==> config.mk <==
export PLATFORM = sky130hd
export DESIGN_NAME = ikht_mem
export DESIGN_NICKNAME = d
export VERILOG_FILES = /design/src/rtl/ikht_mem.sv
export SDC_FILE = /design/constraint.sdc
export NUM_CORES = 2
export LEC_CHECK = 0
export CELL_PAD_IN_SITES_DETAIL_PLACEMENT = 1
export CELL_PAD_IN_SITES_GLOBAL_PLACEMENT = 1
export CORE_MARGIN = 5
export CORE_UTILIZATION = 60
export DETAILED_ROUTE_END_ITERATION = 16
export DONT_BUFFER_PORTS = 1
export GPL_ROUTABILITY_DRIVEN = 0
export GPL_TIMING_DRIVEN = 1
export PLACE_DENSITY_LB_ADDON = 0.1
export SLEW_MARGIN = 15
export SYNTH_ARGS = -nofsm -noshare
export SYNTH_HDL_FRONTEND = slang
export SYNTH_SLANG_ARGS = --single-unit
==> constraint.sdc <==
create_clock -name clk -period 4.4 [get_ports clk]
set_clock_uncertainty 0.05 [all_clocks]
set_input_delay 0.88 -clock clk [delete_from_list [all_inputs] [get_ports clk]]
set_output_delay 0.88 -clock clk [all_outputs]
set_load 0.05 [all_outputs]
==> src/rtl/ikht_mem.sv <==
// Simple dual-port synchronous RAM, one write and one read port, registered read.
`default_nettype none
module ikht_mem #(
	parameter int DEPTH = 256,
	parameter int WIDTH = 8
) (
	input  wire logic                     clk,
	input  wire logic                     we,
	input  wire logic [$clog2(DEPTH)-1:0] waddr,
	input  wire logic [WIDTH-1:0]         wdata,
	input  wire logic [$clog2(DEPTH)-1:0] raddr,
	output logic      [WIDTH-1:0]         rdata
);
	logic [WIDTH-1:0] mem [DEPTH];
	always_ff @(posedge clk) begin
		if (we) mem[waddr] <= wdata;
	end
	always_ff @(posedge clk) begin
		rdata <= mem[raddr];
	end
endmodule
`default_nettype wire

# ---- Yosys cells after proc, flatten, opt, wreduce, memory -nomap -nowiden
# Memories as Yosys holds them, arrays and structs flattened. A register that Yosys moved wholly into a read port is not among the register bits.
# Cells that the tools add are included.
dict set report totals {
  wordCells 3
  ff_bits 0
  n_memories 1
  out_inout_bits 8
  input_bits 26
  ramBits 2048
}
# name depth word_bits read_ports rd_ports_with_merged_regs wr line
set memory_table {}
lappend memory_table {mem 256 8 1 1 1 14} ;# logic [WIDTH-1:0] mem [DEPTH];
dict set report op_classes {
  n_mux 2
}
# op count
set op_table {}
lappend op_table {{two-way mux 1 bit} 2}

# ---- Longest topological paths before layout
dict set report logic_depth {
  depth_word 2
  depth_mapped 11
  mapped_depth_nobuf 6
}

# ---- Worst setup path after synthesis
# OpenSTA, ideal clock, no wires.
dict set report synth_timing {
  kind {input to register}
  startpoint {in raddr[0]}
  endpoint {reg rdata[2], read port of mem}
  n_path_buf 4
  setup_slack_ns 1.532
  arrival_time_ns 2.687
  cell_stages 9
  setup_time_ns 0.131
  required_time_ns 4.219
  path_cell_list {buf_6 -> buf_12 -> buf_8 -> buf_2 -> mux4_2 -> a22oi_1 -> a21oi_1 -> nor4_1 -> nor4_2}
}
# element line
set synth_lines {}
lappend synth_lines {{start: declaration} 11} ;# input wire logic [$clog2(DEPTH)-1:0] raddr,
lappend synth_lines {{end: declaration} 12} ;# output logic [WIDTH-1:0] rdata

==> results.toml <==
[run_status]
run_status = "finished clean"

[global_route]
antenna_found_initial = 2
grt_pass1_wl_mm = 295
grtUsageTotal_pct = 29.3
grt_max_degree = 579
first_global_vias = 40800
globalRouteOverflowTotal = 0

[die]
row_count = 133
fp.coreArea_um2 = 132000
die_x_um = 374
chipHeight_um = 374
die_area_um2 = 140000
io_pins = 34
start_util_pct = 60.4

[timing]
setup_tns_ns = 0
holdWs_ns = 0.0902
relSlewSlack_pct = 2.41
worstMarginPinSlew_ns = 1.46
drv_slew = 0
rsz0062_at_grt = "no"
hold_violations = 0
min_period_ns = 4.24
setup_violations = 0
fmax_ghz = 0.236
finalCritPeriodShare_pct = 96.4

[clock_network]
cts_buffers = 199
htree_levels = 4
cts.sinks = 2056
clk_path_buf_depth = 3
tritoncts = "yes"
cts-root-buf = "clkbuf_16"
postCtsSetupBuffers = 0
insertion_delay_ns = 0.85
path_clk_slew_ns = 0.07

[setup_path]
cp-start-kind = "input pin"
endpoint_kind = "flip-flop"
path_max_fanout = 108
worstSetupStartpoint = "raddr[0]"
crit_path_max_incr_delay_ns = 0.89
worstPathCellList = "buf_16 > buf_16 > buf_16 > mux4_2 > o311ai_0 > o22ai_1 > nor4_1 > nor4_2"
crit_arrival_ns = 4.87
crit_required_ns = 5.03
rr_startpoint = "mem[42][3]"
slowest_stage = "nor4_1"
critical_path_class = "input pin to flip-flop"
path_common_cell = "buf_16"
reg2regPathDepth = 6

[hold_path]
worstHoldPathType = "input pin to flip-flop"
holdPathStages = 0
hold_path.startpoint = "wdata[2]"

[yosys]
synthDistinctLibCells = 55
yosys.area.top_type = "edfxtp_1"
yosysTopAreaCellShare_pct = 77.3
syn_nets = 3759
synth_area_leaders = "edfxtp_1 (77%), mux4_2 (13%), mux2i_1 (1.7%)"
synth.cell_area_um2 = 79600
yosysWarnings = 0
synth_edf_count = 2048
ys.flop_type = "edfxtp_1"
ys_ff_latch = 2056
synthesis.instances = 3733
async_flop_share_pct = 0
ys_seq_area_share_pct = 77.5
avgSynthCellArea_um2 = 21.3

[route]
drcViolationCount = 0
dr_total_vias = 39000
ant_nets = 0
drtPass1Iterations = 6
routedWlPerCell_um = 35.7
drtIter0Drc = 4711
routed_wirelength_mm = 204
drt-vias-per-instance = 6.84

[placement]
dp_hpwl_mm = 114
dp_cells = 5330
port_buffers = 0

[power_and_ir_drop]
p_per_area_nw_per_um2 = 456
power.leakage_nw = 26.9
vdd_ir_drop_max_mv = 0.473

[final_layout]
layout_commonest_cell = "edfxtp_1"
layout_common_cells = "edfxtp_1 (2048), mux4_2 (454), nor2_1 (279), clkbuf_16 (202), mux2i_1 (134)"
drive_above_1_share_pct = 21.4
layout.cells.non_filler = 5710
syn2layout_area_growth_pct = 10.1
nets = 3808

[run]
maxCapViolations = 0
-- cells by family after synthesis --
| group | after synthesis | synth area share, % |
|---|---|---|
| simple gates | 466 | 2.63 |
| flops | 2056 | 77.5 |
| compound gates | 385 | 3.42 |
| mux | 591 | 14.6 |
| buf+inv | 235 | 1.83 |
-- flip-flops by register name, indices dropped and copies added, names as in the netlist --
register / count
mem: 2048
rdata: 8
-- layout make-up --
cell class | count | area [µm²]
flip-flops and latches | 2056 | 61700
fillers | 10300 | 44100
multi-input cells | 1442 | 16500
clock inverters | 117 | 1130
well taps | 1755 | 2200
repair buffers | 81 | 736
diodes | 2 | 5.00
inverters | 2 | 7.51
clock buffers | 255 | 5300
-- where the power goes --
group          internal (mW)  total, mW  switching, mW
sequential              21.6       21.7          0.100
clock                   9.59       16.9           7.26
combinational          0.606       1.36          0.756
total                   31.8       39.9           8.12
-- layer usage --
metal,global-route usage [%],routed length [µm],vias to the layer above
li1,-,-,15800
met1,41.5,79500,20900
met2,46.0,98600,1951
met3,6.19,17500,368
met4,10.6,8040,0
met5,0,0,-
-- worst paths after layout --
path	slack [ns]	endpoint
worst max-delay path	0.16	rdata[6]
worst min-delay path	0.09	mem[26][2]
worst max register to register	1.29	rdata[3]
worst min register to register	1.07	rdata[6]
-- synthesized netlist by cell type, drive strengths merged, types with 6 or more instances --
cell type / number
o22ai: 28
a211oi: 16
dfxtp: 8
buf: 122
nor4: 27
a22o: 8
a221oi: 14
o221ai: 47
edfxtp: 2048
o211ai: 10
nand4: 10
mux4: 456
nand3: 34
nand2: 33
nor2b: 31
and2: 6
nand2b: 8
nor2: 282
nor3: 22
clkbuf: 111
a21oi: 96
a22oi: 133
mux2i: 134
o21ai: 12
-- stage by stage --
stage / setup WS, ns / cell area (µm²) / util (%) / total power, mW
5_1_grt: 0.0593 / 87600 / 66.5 / 41.2
6_report: 0.158 / 87600 / 66.5 / 39.9
4_1_cts: 0.970 / 87400 / 66.4 / 39.9
2_1_floorplan: 1.53 / 79600 / - / 23.1
3_3_place_gp: 0.0354 / 80900 / 61.5 / 23.3
3_5_place_dp: 0.126 / 80900 / 61.5 / 23.3
-- repair_timing --
action | 4_1_cts | 5_1_grt
hold buffers | 0 | 0
gates resized for setup | 0 | 2
setup endpoints to repair | 0 | 8
-- critical path: cells and delay by family --
family	cells	cell delay, ns
buffers and inverters	3	1.55
muxes	1	0.66
and+or+nand+nor	2	0.97
AOI/OAI and AO/OA	2	0.59
(Power assumes the default switching activity.)
